[src/hw/rtl/assert_macros.svh]
// Assertion macros used by automaton_word_count_mod.
`ifndef ASSERT_MACROS_SVH
`define ASSERT_MACROS_SVH

// Plain property, checked on every clock edge outside reset.
`define ACWC_ASSERT(label, prop, msg) \
  label: assert property (@(posedge clk_i) disable iff (!rst_ni) (prop)) else $error(msg);

// Implication: cause holds, then effect holds in the same cycle.
`define ACWC_ASSERT_IMP(label, cause, effect, msg) \
  label: assert property (@(posedge clk_i) disable iff (!rst_ni) (cause) |-> (effect)) \
    else $error(msg);

`endif

[src/hw/rtl/acwc_pkg.sv]
// Shared types, constants and modular helpers of the automaton word counter.
package acwc_pkg;

  localparam int MAX_STATES_DEF  = 64;
  localparam int COUNT_WIDTH_DEF = 16;
  localparam int CNT_WIDTH       = 30;
  localparam int STATE_WIDTH     = 6;
  localparam int ACTION_WIDTH    = 2;
  localparam int WLEN_WIDTH      = 16;
  localparam int STATE_EXT_WIDTH = 11;

  localparam logic [CNT_WIDTH-1:0] PRIME = 30'd1000000007;

  typedef enum logic [ACTION_WIDTH-1:0] {
    ACT_ADD  = 2'd0,
    ACT_MARK = 2'd1,
    ACT_RUN  = 2'd2
  } action_e;

  typedef struct packed {
    logic                 start;
    logic [CNT_WIDTH-1:0] a;
  } mul_req_t;

  typedef struct packed {
    logic                 busy;
    logic                 done;
    logic [CNT_WIDTH-1:0] prod;
  } mul_rsp_t;

  // (a + b) mod PRIME for a, b < PRIME
  function automatic logic [CNT_WIDTH-1:0] add_mod(input logic [CNT_WIDTH-1:0] a,
                                                  input logic [CNT_WIDTH-1:0] b);
    logic [CNT_WIDTH:0] sum;
    sum = {1'b0, a} + {1'b0, b};
    if (sum >= {1'b0, PRIME}) begin
      sum = sum - {1'b0, PRIME};
    end
    return sum[CNT_WIDTH-1:0];
  endfunction

endpackage

[src/hw/rtl/acwc_modmul.sv]
// Bit-serial modular multiplier: count times multiplicity mod the prime.
module acwc_modmul #(
  parameter int COUNT_WIDTH = acwc_pkg::COUNT_WIDTH_DEF
) (
  input  logic                     clk_i,
  input  logic                     rst_ni,
  input  acwc_pkg::mul_req_t       req_i,
  input  logic [COUNT_WIDTH-1:0]   m_i,
  output acwc_pkg::mul_rsp_t       rsp_o
);
  import acwc_pkg::*;

  localparam int CW = $clog2(COUNT_WIDTH + 1);

  logic                   busy_q, busy_d;
  logic [CW-1:0]          cnt_q, cnt_d;
  logic [COUNT_WIDTH-1:0] m_q, m_d;
  logic [CNT_WIDTH-1:0]   a_q, a_d;
  logic [CNT_WIDTH-1:0]   r_q, r_d;
  logic [CNT_WIDTH-1:0]   r_dbl, r_nxt;

  // MSB first: r = 2r (+ a)
  always_comb begin
    r_dbl = add_mod(r_q, r_q);
    r_nxt = m_q[COUNT_WIDTH-1] ? add_mod(r_dbl, a_q) : r_dbl;
  end

  always_comb begin
    busy_d = busy_q;
    cnt_d  = cnt_q;
    m_d    = m_q;
    a_d    = a_q;
    r_d    = r_q;
    if (req_i.start) begin
      busy_d = 1'b1;
      cnt_d  = CW'(COUNT_WIDTH);
      m_d    = m_i;
      a_d    = req_i.a;
      r_d    = '0;
    end else if (busy_q) begin
      r_d   = r_nxt;
      m_d   = m_q << 1;
      cnt_d = cnt_q - CW'(1);
      if (cnt_q == CW'(1)) begin
        busy_d = 1'b0;
      end
    end
  end

  always_ff @(posedge clk_i or negedge rst_ni) begin
    if (!rst_ni) begin
      busy_q <= 1'b0;
      cnt_q  <= '0;
    end else begin
      busy_q <= busy_d;
      cnt_q  <= cnt_d;
    end
  end

  always_ff @(posedge clk_i) begin
    m_q <= m_d;
    a_q <= a_d;
    r_q <= r_d;
  end

  assign rsp_o.busy = busy_q;
  assign rsp_o.done = busy_q && (cnt_q == CW'(1));
  assign rsp_o.prod = r_nxt;

endmodule
[config.mk]
export PLATFORM = sky130hd
export DESIGN_NAME = acwc_modmul
export DESIGN_NICKNAME = d
export VERILOG_FILES = /design/src/hw/rtl/assert_macros.svh /design/src/hw/rtl/acwc_pkg.sv /design/src/hw/rtl/acwc_modmul.sv
export SDC_FILE = /design/constraint.sdc
export NUM_CORES = 1
export LEC_CHECK = 0
export ABC_CLOCK_PERIOD_IN_PS = 18100
export BUFFER_PORTS_ARGS = -buffer_cell sky130_fd_sc_hd__buf_2
export CAP_MARGIN = 5
export CELL_PAD_IN_SITES_DETAIL_PLACEMENT = 1
export CELL_PAD_IN_SITES_GLOBAL_PLACEMENT = 1
export CORE_MARGIN = 4
export CORE_UTILIZATION = 45
export CTS_CLUSTER_SIZE = 24
export DETAILED_ROUTE_END_ITERATION = 10
export MAX_ROUTING_LAYER = met4
export PLACE_DENSITY = 0.88
export SLEW_MARGIN = 25
export SYNTH_ARGS = -nofsm -noshare
export SYNTH_HDL_FRONTEND = slang
export SYNTH_SLANG_ARGS = --single-unit
export TNS_END_PERCENT = 1
[constraint.sdc]
create_clock -name clk_i -period 18.1 [get_ports clk_i]
set_clock_uncertainty 0.05 [all_clocks]
set_input_delay 1.81 -clock clk_i [delete_from_list [all_inputs] [get_ports clk_i]]
set_output_delay 1.81 -clock clk_i [all_outputs]
set_load 0.01 [all_outputs]
Word level (Yosys, flattened, before mapping)
Index checks and enable logic that the tools add are counted.
- flip-flop bits (word level): 82
- bits in latches: 0
- memory bits (writable): 0
- memory bits (read-only): 0
- input port bits: 49
- output and inout port bits: 32
- memories: 0
- $add $sub $neg: 5
- multiply operators: 0
- divide/modulo/power cells: 0
- $lt $le $gt $ge: 2
- eq/ne operators: 1
- shifts and indexed selects: 0
- mux-type cells: 10
- bitwise logic cells: 0
- reduce and logical (&&, ||, !) cells: 2
- operator list (operator ; number):
    30-bit 2-to-1 mux ; 3
    30-bit by 30-bit adder with 31-bit output ; 2
    31-bit by 30-bit >= comparator with 1-bit output (second input constant) ; 2
    30-bit subtractor (second input constant) ; 2
    16-bit 2-to-1 mux ; 2
    5-bit 2-to-1 mux ; 2
    5-bit by 1-bit == test with 1-bit output (second input constant) ; 1
    5-bit by 1-bit subtractor with 5-bit output (second input constant) ; 1
    1-bit 2-to-1 mux ; 3
    2-bit nonzero test ; 1
    1-bit logical AND ; 1

Depth between registers and ports, before layout
- depth in word-level cells: 7
- gate-level depth with buffers: 26
- depth with buffers taken out: 22

Worst setup path after synthesis
OpenSTA, ideal clock, no wires.
- path type: register to output
- from: register r_q[4]
- to: output rsp_o[29] (netlist bit)
- data arrival time: 5623 ps
- required time: 16240 ps
- slack: 10617 ps
- stages on the path, launching flop included: 26
- path through: dfxtp_1 -> nor4_1 -> a21oi_1 -> o21ai_0 -> a211oi_1 -> o31ai_1 -> and2_1 -> clkbuf_1 -> buf_1 -> nor2_1 -> xor2_1 -> ha_1 -> buf_6 -> and3_4 -> buf_6 -> a221oi_4 -> nand2b_1 -> nand4_1 -> a221oi_1 -> xnor2_1 -> nand3_1 -> a22oi_2 -> buf_2 -> nand4_1 -> xnor2_1 -> mux2_2
- RTL lines (what ; RTL line ; RTL):
    start, declared ; acwc_modmul.sv:19 ; logic [CNT_WIDTH-1:0] r_q, r_d;
    start signal, assigned ; acwc_modmul.sv:63 ; r_q <= r_d;
    end, declared ; acwc_modmul.sv:9 ; output acwc_pkg::mul_rsp_t rsp_o

==> summary.md <==
| Metric | Value |
|---|---|
| CP endpoint kind | output pin |
| Global-route wire length before repair | 36800 um |
| Hold Fails Final Rpt | 0 |
| Top FF cell, synth | edfxtp_1 |
| CTS tree | yes |
| CP Class | reg -> out |
| Port Buffers | 80 |
| CTS H-tree lvls | 3 |
| Type of origin of the critical path | register |
| Initial Util | 46.3% |
| Multi-input logic area | 4670 um2 |
| Status | finished clean |
| Die Span X | 134 um |
| R2R Path Start | r_q[4]$_SDFFE_PP0P_ |
| Register area | 2130 um2 |
| Final Max Slew Viols | 0 |
| R2r endpoint | r_q[25]$_SDFFE_PP0P_ |
| Slew @ Worst Pin | 0.865 ns |
| CTS max path bufs | 2 |
| # resized after CTS | 0 |
| Post-synth EDFFs | 46 |
| Clock slew at reported path FFs | 0.07 ns |
| GR Util All Layers | 26.7% |
| Setup violators final | 0 |
| Vias per cell | 6.32 |
| Mean Syn Cell Area | 8.58 um2 |
| Pin count of the biggest net entering global routing | 52 |
| Area Growth Syn to Fin | 11.5% |
| Flop2flop setup slack | 10.76 ns |
| RSZ-0062 raised after global routing | false |
| Routed via count | 6932 |
| Starting DRT DRC Count | 732 |
| Postcts setup bufs | 0 |
| Total of max-cap violations | 0 |
| Routed WL per cell | 21.2 um |
| Fill cells | 1887 |
| Cell Area, Synth | 7090 um2 |
| Area leader, netlist | edfxtp_1 |
| Synth Instances | 827 |
| Synth top area share | 19.5% |
| Crit Path Max Fanout | 31 |
| Die Ht | 134 um |
| Root buf cell | clkbuf_16 |
| CP Data Arrival Time | 7.65 ns |
| Antenna-violating nets left | 0 |
| I/O Pins | 81 |
| Post-route DRC | 0 |
| Final min period | 9.51 ns |
| Fraction of layout cells with a size suffix above 1 | 18.5% |
| Site Rows | 45 |
| Final #Nets | 964 |
| Routability cong. | 0.934 |
| Achievable clock frequency | 105 MHz |
| Worst rel slew slack | 41.9% |
| Total CTS buffers | 9 |
| R2r worst-path depth | 20 |
| Seq/Total Area, Yosys | 30.1% |
| Overflow after GRT | 0 |
| Final WL | 23300 um |
| YS warnings | 0 |
| Tcrit/Tclk final | 52.6% |
| Clock latency on the worst-skew pair | 0.36 ns |
| Vias in the first global route | 6774 |
| Synth unique cells | 87 |
| Die area | 17800 um2 |
| Hold Crit Class | reg -> reg |
| Total Neg Setup Slack | 0 ns |
| Yosys reg bits | 82 |
| Synth Net Count | 911 |
| Initial antenna violation count | 0 |
| Pre-Repair DR Iteration Count | 5 |
| Area contributors post-synth | edfxtp_1, dfxtp_1, ha_1, nor2_1, a21oi_1 |
| Async set-or-reset flop fraction in the synthesized netlist | 7.32% |
| CP endpoint | rsp_o[29] |
| DP HPWL | 17600 um |
| Diode count | 0 |
| Clk sink count | 82 |
| Hold-critical path depth | 2 |
| Worst Setup SP | r_q[4]$_SDFFE_PP0P_ |
| Hold-fix buffers at CTS | 0 |
| Core Region | 15300 um2 |
| Required @ worst endpoint | 16.24 ns |
## sequential cells by signal (all words and copies together) (netlist names)
name	count
cnt_q	5
a_q	30
busy_q	1
m_q	16
r_q	30
## cell usage in the layout (no fill, tap or decap), types with 14 or more instances in the layout
cell type and n:
a21o_1 18, a21oi_1 54, and2_1 20, and3_1 18, buf_2 80, dfxtp_1 30, edfxtp_1 46, ha_1 34
inv_1 22, mux2_2 18, nand2_1 65, nand3_1 24, nand4_1 19, nor2_1 89, nor3_1 14, o211ai_1 15
o21ai_0 31, o32ai_1 17, xnor2_1 23, xor2_1 22
## cell usage after synthesis, drive strengths merged (4+ instances only)
master   count
nor2        90
nand2       65
a21oi       55
edfxtp      46
o21ai       35
ha          34
dfxtp       30
clkbuf      29
nand3       24
xnor2       24
xor2        24
inv         22
and2        21
and3        19
nand4       19
a21o        18
mux2        18
a211oi      17
o32ai       17
buf         16
nor4        16
o211ai      15
nor3        14
o31ai       13
a31o        11
o21a        11
a31oi       10
nand2b       8
or3          8
o211a        7
a221oi       6
dfrtp        6
nor2b        6
nor3b        6
nor4b        5
a221o        4
mux2i        4
o2111ai      4
## critical path, cell delays in order (launching register included)
cell and delay (ns):
dfxtp_1 0.37, nor4_1 0.51, a21oi_1 0.16, o21ai_0 0.41, a211oi_1 0.20, o31ai_1 0.23, and2_1 0.57, nor4b_1 0.16
xor2_1 0.46, ha_1 0.47, a21o_1 0.28, a221oi_4 0.40, nand2b_1 0.25, nand4_1 0.16, a221oi_1 0.52, xnor2_1 0.31
nand3_1 0.21, a22oi_2 0.34, buf_4 0.39, nand4_1 0.27, xnor2_1 0.20, mux2_2 0.26, buf_2 0.14
## routing by layer
layer / wire [um] / vias to the layer above / global-route usage, %
met3: 1370 / 26 / 4.08
met2: 10900 / 230 / 42.8
met4: 292 / 0 / 5.54
li1: - / 3260 / -
met5: 0 / - / -
met1: 10700 / 3416 / 36.0
## how the worst min path moves through the flow
stage                          from                   end
2_1_floorplan   r_q[1]$_SDFFE_PP0P_   r_q[1]$_SDFFE_PP0P_
3_3_place_gp   cnt_q[4]$_DFFE_PN0P_  cnt_q[4]$_DFFE_PN0P_
3_5_place_dp   r_q[18]$_SDFFE_PP0P_  r_q[18]$_SDFFE_PP0P_
4_1_cts        r_q[18]$_SDFFE_PP0P_  r_q[18]$_SDFFE_PP0P_
5_1_grt         r_q[3]$_SDFFE_PP0P_   r_q[3]$_SDFFE_PP0P_
6_report        r_q[6]$_SDFFE_PP0P_   r_q[6]$_SDFFE_PP0P_
## cell type report
type | instances | area share [%]
Inverter | 22 | 1.04
Sequential cell | 82 | 27.0
Tap cell | 211 | 3.34
Clock buffer | 9 | 2.85
Multi-Input combinational cell | 678 | 59.1
Timing Repair Buffer | 87 | 5.73
Clock inverter | 7 | 0.965
## logic make-up after synthesis
family                   after synthesis  synth area share, %
AO/OA/AOI/OAI                        260                 27.5
XOR/XNOR                              48                 6.25
adder cells (fa/ha/maj)               35                 6.28
buffers and inverters                 67                 4.02
flip-flops                            82                 30.1
multiplexers                          22                 3.42
AND/OR/NAND/NOR                      313                 22.5
## metrics by stage
step                      cells  util, %  hold WS (ns)  setup WS [ns]  instance area [um2]
after floorplan             827        -         0.429          10.62                 7090
after global placement     1080     49.7         0.462           9.45                 7610
after detailed placement   1080     49.7         0.477           9.19                 7610
after CTS                  1096     51.6         0.488           8.77                 7910
after global routing       1096     51.6         0.522           7.98                 7910
final                      1096     51.6         0.480           8.59                 7910
Power is left out: the tool's default activity adds up to more than one toggle a clock period on the data nets, which glitch-free logic cannot reach.
