===== src/hw/rtl/assert_macros.svh =====
// Assertion macros used by automaton_word_count_mod.
`ifndef ASSERT_MACROS_SVH
`define ASSERT_MACROS_SVH

// Plain property, checked on every clock edge outside reset.
`define ACWC_ASSERT(label, prop, msg) \
  label: assert property (@(posedge clk_i) disable iff (!rst_ni) (prop)) else $error(msg);

// Implication: cause holds, then effect holds in the same cycle.
`define ACWC_ASSERT_IMP(label, cause, effect, msg) \
  label: assert property (@(posedge clk_i) disable iff (!rst_ni) (cause) |-> (effect)) \
    else $error(msg);

`endif


===== src/hw/rtl/acwc_ram.sv =====
// Generic single write port, single read port RAM with registered read data.
module acwc_ram #(
  parameter int WIDTH      = 8,
  parameter int ADDR_WIDTH = 4
) (
  input  logic                  clk_i,
  input  logic                  we_i,
  input  logic [ADDR_WIDTH-1:0] waddr_i,
  input  logic [WIDTH-1:0]      wdata_i,
  input  logic [ADDR_WIDTH-1:0] raddr_i,
  output logic [WIDTH-1:0]      rdata_o
);

  logic [WIDTH-1:0] mem_q [2**ADDR_WIDTH];
  logic [WIDTH-1:0] rdata_q;

  always_ff @(posedge clk_i) begin
    if (we_i) begin
      mem_q[waddr_i] <= wdata_i;
    end
    rdata_q <= mem_q[raddr_i];
  end

  assign rdata_o = rdata_q;

endmodule


===== config.mk =====
export PLATFORM = sky130hd
export DESIGN_NAME = acwc_ram
export DESIGN_NICKNAME = d
export VERILOG_FILES = /design/src/hw/rtl/assert_macros.svh /design/src/hw/rtl/acwc_ram.sv
export SDC_FILE = /design/constraint.sdc
export NUM_CORES = 1
export LEC_CHECK = 0
export ABC_AREA = 1
export BUFFER_PORTS_ARGS = -buffer_cell sky130_fd_sc_hd__buf_4
export CORE_MARGIN = 2
export CORE_UTILIZATION = 50
export CTS_BUF_LIST = sky130_fd_sc_hd__clkbuf_4 sky130_fd_sc_hd__clkbuf_8
export CTS_CLUSTER_DIAMETER = 60
export DETAILED_ROUTE_END_ITERATION = 10
export GPL_TIMING_DRIVEN = 0
export PLACE_DENSITY = 0.73
export SLEW_MARGIN = 20
export SYNTH_ARGS = -nofsm -noshare
export SYNTH_HDL_FRONTEND = slang
export SYNTH_SLANG_ARGS = --single-unit

===== constraint.sdc =====
create_clock -name clk_i -period 1.4 [get_ports clk_i]
set_input_delay 0.07 -clock clk_i [delete_from_list [all_inputs] [get_ports clk_i]]
set_output_delay 0.07 -clock clk_i [all_outputs]
set_load 0.05 [all_outputs]

Yosys cells after proc, flatten, opt, wreduce, memory -nomap -nowiden
Memory sizes are Yosys's and may differ from the RTL's. A register that Yosys moved wholly into a read port is not among the register bits.
Cells that the tools add are included.
- $add $sub $neg: 0
- $mul: 0
- div/mod/pow operators: 0
- $lt $le $gt $ge: 0
- eq/ne operators: 0
- shift operators: 0
- multiplexer cells: 2
- bitwise operators: 0
- reductions and logical operators: 0
- operators by type and width (operator ; number):
    $mux W1 ; 2
- register bits: 0
- latch bits: 0
- memory bits (writable): 128
- bits in read-only memories: 0
- input port bits: 18
- output and inout port bits: 8
- memories kept: 1
- memory list (memory ; words ; bits a word ; read ports ; clocked after Yosys merged registers in ; write ports ; RTL line ; RTL):
    mem_q ; 16 ; 8 ; 1 ; 1 ; 1 ; acwc_ram.sv:14 ; logic [WIDTH-1:0] mem_q [2**ADDR_WIDTH];

Depth between registers and ports, before layout
Gate-level depths: netlist of the first run.
- word-level depth: 2
- gate-level depth with buffers: 8
- depth with buffers taken out: 7

Least setup slack after synthesis of the first run
Ideal clock, no wire load.
- path type: in2reg
- start: in waddr_i[2]
- end: mem mem_q[10][0] (enable)
- setup time: 0.370 ns
- arrival time: 0.651 ns
- setup slack: 0.379 ns
- stages: 2
- path through: nand3b_1 nor2_1
- RTL lines (element ; RTL line ; RTL):
    from (decl) ; acwc_ram.sv:8 ; input logic [ADDR_WIDTH-1:0] waddr_i,
    to (decl) ; acwc_ram.sv:14 ;
No word-level cell before the write port.

Worst setup path in the final report of the first run
- start: in waddr_i[3]
- end: mem mem_q[6][4] (enable)
No word-level cell before the write port.

==> results of run 1 <==
[flip-flops by register name, indices dropped and copies added, names as in the netlist]
name     flops
mem_q      128
rdata_o      8
[cell usage after synthesis]
cell / n
nand2_1: 173
edfxtp_1: 128
inv_1: 100
nand3_1: 97
nor2_1: 17
buf_2: 13
dfxtp_1: 8
buf_6: 6
buf_4: 4
inv_2: 2
nand3b_1: 2
buf_1: 1
[per-layer routing]
layer / track usage [%] / up-vias / wire, um
li1: - / 1867 / -
met3: 4.35 / 30 / 1270
met4: 9.47 / 0 / 393
met2: 35.6 / 202 / 6340
met1: 33.4 / 1827 / 5750
met5: 0 / - / 0
[cell families (layout without fill, tap and decap cells)]
kind of cell	Yosys count	after routing	synth area share (%)
buffers and inverters	126	186	9.52
flip-flops	136	136	69.4
AND/OR/NAND/NOR	289	289	21.0
[worst max-delay path by stage]
stage                               to  slack, ns  cells past startpoint
after floorplan           mem_q[10][0]       0.38                      2
after global placement     mem_q[6][2]      -0.18                      3
after detailed placement   mem_q[6][2]      -0.21                      3
after CTS                  mem_q[6][3]       0.26                      3
after global routing       mem_q[6][4]       0.21                      3
final                      mem_q[6][4]       0.19                      3
[report_power, final]
| group | switching (mW) | total [mW] | internal, mW | leakage (nW) |
|---|---|---|---|---|
| Combinational | 0.514 | 0.729 | 0.215 | 1.43 |
| Clock | 1.49 | 3.40 | 1.91 | 0.192 |
| Sequential | 0.0237 | 4.57 | 4.55 | 1.22 |
| Total | 2.03 | 8.69 | 6.67 | 2.85 |
[final cells by class]
| cell class | count | area share, % |
|---|---|---|
| Clock inverter | 14 | 2.77 |
| Buffer | 24 | 2.52 |
| Tap cell | 143 | 2.71 |
| Clock buffer | 17 | 3.55 |
| Timing Repair Buffer | 29 | 3.57 |
| Inverter | 102 | 5.80 |
| Sequential cell | 136 | 60.7 |
| Multi-Input combinational cell | 289 | 18.4 |
[critical path: cells and delay by family]
kind                   cells  cell delay (ns)
buffers and inverters      1             0.12
and+or+nand+nor            2             1.07
[per-stage QoR]
stage               cells  setup slack (ns)  power, mW
global placement      716            -0.176       5.34
global route          754             0.206       8.95
detailed placement    716            -0.207       5.37
finish                754             0.189       8.69
floorplan             551             0.379       5.07
CTS                   754             0.259       8.70
[repair_timing]
action,in CTS,in global routing
endpoints found under the hold margin,96,0
hold buffers,7,0
setup endpoints to repair,0,0
==> results.py, run 1 <==
metrics = {
    "run_status": {
        "status": "finished clean",
    },
    "die": {
        "coreArea_um2": 11300,
        "dieWidth_um": 111,
        "dieHeight_um": 111,
        "die_area_um2": 12400,
        "io_pins": 26,
        "placementRows": 39,
        "start_util_pct": 50.9,
    },
    "clock_tree": {
        "cts-root-buf": "clkbuf_8",
        "clkSinkCount": 136,
        "cts_resized": 0,
        "clock_path_buffers": 2,
        "cts_setup_buffers": 0,
        "h-tree-depth": 4,
        "clkSlewWorstSetupHoldPaths_ns": 0.08,
        "worstSkewPairLatency_ns": 0.44,
        "numCtsBuffers": 17,
        "cts_tree": "built",
    },
    "synth": {
        "synth_fp_nets": 569,
        "syn_inst": 551,
        "netlist_area_um2": 5770,
        "yosysSeqAreaShare_pct": 69.4,
        "yosys-top-cells-area": "edfxtp_1, nand2_1, nand3_1",
        "synth.largest_area_cell": "edfxtp_1",
        "ys_ff_latch": 136,
        "avgSynthCellArea_um2": 10.5,
        "synth.distinct_cells": 12,
        "synth_top_area_share_pct": 66.7,
        "yosys_warnings": 0,
    },
    "placement": {
        "finalWeightedCongestion": 0.860,
        "dpl.hpwl_mm": 8.96,
        "postPlaceCellArea_um2": 6110,
        "port_buffers": 22,
    },
    "setup_path": {
        "critPathMaxFanout": 8,
        "cpPeakStageDelay_ns": 0.79,
        "worst-r2r-cell-count": 6,
        "worstSetupStartpointType": "input pin",
        "reg2reg_to": "rdata_o[4]",
        "r2r_slack_ns": 0.37,
        "r2r_start": "mem_q[11][4]",
        "cp_slowest_cell": "nor2_1",
        "arrival_ns": 1.27,
        "end_kind": "register",
        "cp_data_required_time_ns": 1.46,
        "worstPathCellList": "buf_4 > nand3b_1 > nor2_1",
        "startpoint": "waddr_i[3]",
        "crit_type": "in -> reg",
    },
    "sta": {
        "holdWs_ns": 0.0152,
        "fin_skew_ns": 0.00999,
        "setup_viol": 0,
        "finalHoldViolations": 0,
        "min_period_over_period_pct": 86.5,
        "finalSetupTns_ns": 0,
        "period_minus_slack_ns": 1.21,
        "slew_violations": 0,
        "fmax_mhz": 826,
        "rsz0062_at_grt": "no",
        "worst_pin_slew_ns": 0.955,
        "relSlewSlack_pct": 36.1,
    },
    "final_layout": {
        "drive_gt1_share_pct": 12.3,
        "insertedDiodeCount": 0,
        "final_cell_mix": "nand2_1, edfxtp_1, inv_1, nand3_1, buf_4",
        "final_common_cell": "nand2_1",
        "register_area_um2": 4000,
        "finish.instance_area_um2": 6600,
        "multi_input_area_um2": 1210,
        "final_util_pct": 58.3,
        "layout.nets": 617,
        "fill_cells": 953,
        "syn_to_final_growth_pct": 14.4,
    },
    "job": {
        "drv_cap": 0,
    },
    "route": {
        "wire_per_inst_um": 18.2,
        "num_vias": 3926,
        "dr.pass1.iters": 6,
        "ant_nets": 0,
        "drc": 0,
        "viasPerCell": 5.21,
        "initialDrtViolationCount": 415,
        "drt_wl_total_mm": 13.7,
    },
    "min_path": {
        "hold_start": "wdata_i[7]",
        "hold_depth": 1,
        "min_to": "mem_q[0][7]",
        "hold_class": "in -> reg",
    },
    "global_route": {
        "grt_pass1_vias": 3812,
        "grt_pass1_wl_mm": 21.2,
        "grt_max_degree": 17,
        "antenna_found_initial": 0,
        "grtUsageTotal_pct": 23.3,
        "grt-ovfl-total": 0,
    },
    "power": {
        "p_leak_nw": 2.85,
        "ir_worst_vdd_mv": 0.727,
        "powerDensity_nw_per_um2": 1320,
    },
}
No activity file was read; power rests on OpenSTA's default activity.
==> run 2, diff against run 1 <==
CORE_ASPECT_RATIO = 2   (was unset)
==> run 2 against run 1 <==
  * Global-route usage is 0.74 points higher
  * Total power is 3.0% lower
  * Cell area is 0.38% lower
  * Sequential power hardly changed
  * Critical endpoint unchanged
  * Largest cell class unchanged
  * Largest power group unchanged
==> results.py, run 2 (synthesis gave the netlist of run 1 again) <==
metrics = {
    "global_route": {
        "grt_pass1_wl_mm": 21.3,
        "grt_pass1_vias": 3826,
        "grt_max_degree": 17,
        "grt-ovfl-total": 0,
        "grtUsageTotal_pct": 24.0,
        "antenna_found_initial": 0,
    },
    "final_layout": {
        "regMostFlops": "mem_q",
        "fill_cells": 1005,
        "final_util_pct": 58.2,
        "final_common_cell": "nand2_1",
        "syn_to_final_growth_pct": 14.0,
        "final_cell_mix": "nand2_1, edfxtp_1, inv_1, nand3_1, buf_4",
        "largest_reg_flops": 128,
        "drive_gt1_share_pct": 12.6,
        "insertedDiodeCount": 0,
        "layout.nets": 618,
    },
    "setup_path": {
        "critPathMaxFanout": 8,
        "cp_slowest_cell": "nor2_1",
        "path_depth": 3,
        "critPathBufInv": 1,
        "startpoint": "waddr_i[3]",
        "cp_data_required_time_ns": 1.46,
        "worst-r2r-cell-count": 6,
        "cpPeakStageDelay_ns": 0.74,
        "arrival_ns": 1.14,
        "end_kind": "register",
        "r2r_start": "mem_q[3][0]",
        "cpLargestDelayFamily": "simple AND/OR/NAND/NOR gates",
        "worstPathCellList": "buf_4 > nand3b_1 > nor2_1",
        "crit_type": "in -> reg",
        "worstSetupStartpointType": "input pin",
        "r2r_slack_ns": 0.33,
    },
    "die": {
        "io_pins": 26,
        "coreArea_um2": 11300,
        "placementRows": 55,
        "dieWidth_um": 79.9,
        "dieHeight_um": 156,
        "start_util_pct": 51.1,
        "die_area_um2": 12500,
    },
    "route": {
        "initialDrtViolationCount": 525,
        "drc": 0,
        "drt_wl_total_mm": 13.9,
        "viasPerCell": 5.09,
        "num_vias": 3841,
        "wire_per_inst_um": 18.4,
        "ant_nets": 0,
        "dr.pass1.iters": 9,
    },
    "sta": {
        "finalHoldViolations": 0,
        "slew_violations": 0,
        "min_period_over_period_pct": 77.2,
        "fin_skew_ns": 0.0126,
        "rsz0062_at_grt": "no",
        "fmax_mhz": 925,
        "finalSetupTns_ns": 0,
        "setup_viol": 0,
        "relSlewSlack_pct": 36.8,
        "period_minus_slack_ns": 1.08,
        "worst_pin_slew_ns": 0.944,
        "holdWs_ns": 0.0637,
    },
    "clock_tree": {
        "cts_setup_buffers": 0,
        "clkSinkCount": 136,
        "clock_path_buffers": 2,
        "worstSkewPairLatency_ns": 0.44,
        "numCtsBuffers": 17,
        "clkSlewWorstSetupHoldPaths_ns": 0.08,
        "h-tree-depth": 4,
        "cts_tree": "built",
        "cts-root-buf": "clkbuf_8",
    },
    "placement": {
        "dpl.hpwl_mm": 9.60,
        "finalWeightedCongestion": 0.891,
        "port_buffers": 22,
    },
    "run_status": {
        "status": "finished clean",
    },
    "power": {
        "powerDensity_nw_per_um2": 1280,
        "ir_worst_vdd_mv": 0.939,
        "p_leak_nw": 2.85,
    },
    "min_path": {
        "hold_depth": 4,
        "hold_start": "raddr_i[2]",
        "hold_class": "in -> reg",
    },
    "job": {
        "drv_cap": 0,
    },
}
==> run 2: worst paths after layout <==
path | to
worst max-delay path | mem_q[6][4]
worst min-delay path | rdata_o[4]
worst max register to register | rdata_o[0]
worst min register to register | rdata_o[5]
==> run 2: final cells by class <==
type / count / area (um^2) / area share, %
Clock inverter: 15 / 149 / 2.27
Timing Repair Buffer: 30 / 245 / 3.73
Buffer: 24 / 166 / 2.53
Sequential cell: 136 / 4000 / 60.9
Tap cell: 142 / 178 / 2.70
Multi-Input combinational cell: 289 / 1210 / 18.5
Inverter: 102 / 383 / 5.83
Clock buffer: 17 / 234 / 3.56
==> run 2: through the flow <==
step / worst slack, ns / area, um^2 / instances / power [mW]
floorplan: 0.379 / 5770 / 551 / 5.07
global placement: -0.103 / 6110 / 715 / 5.35
detailed placement: -0.118 / 6110 / 715 / 5.36
CTS: 0.333 / 6560 / 754 / 8.45
global route: 0.266 / 6570 / 755 / 8.70
finish: 0.319 / 6570 / 755 / 8.43
==> run 2: repair_timing <==
item	CTS	global route
gates resized for setup	0	0
hold endpoints to repair	95	1
hold buffers	7	1
setup endpoints to repair	0	0
==> run 2: report_power, final <==
group | leakage [nW] | switching (mW) | internal [mW]
logic | 1.44 | 0.505 | 0.217
registers | 1.22 | 0.0246 | 4.54
clock network | 0.188 | 1.56 | 1.58
==> run 2: worst min-delay path, cell delays in order <==
cell     delay, ns
buf_2         0.16
nand3_1       0.10
nand3_1       0.07
nand2_1       0.07
==> run 2: metal layers <==
metal | part of all wire (%) | GRT usage (%) | vias up | wire length (um)
met2 | 53 | 41.6 | 141 | 7350
met4 | 5.4 | 13.9 | 0 | 744
met1 | 37 | 26.9 | 1796 | 5180
li1 | - | - | 1868 | -
met5 | 0 | 0 | - | 0
met3 | 4.3 | 4.63 | 36 | 600
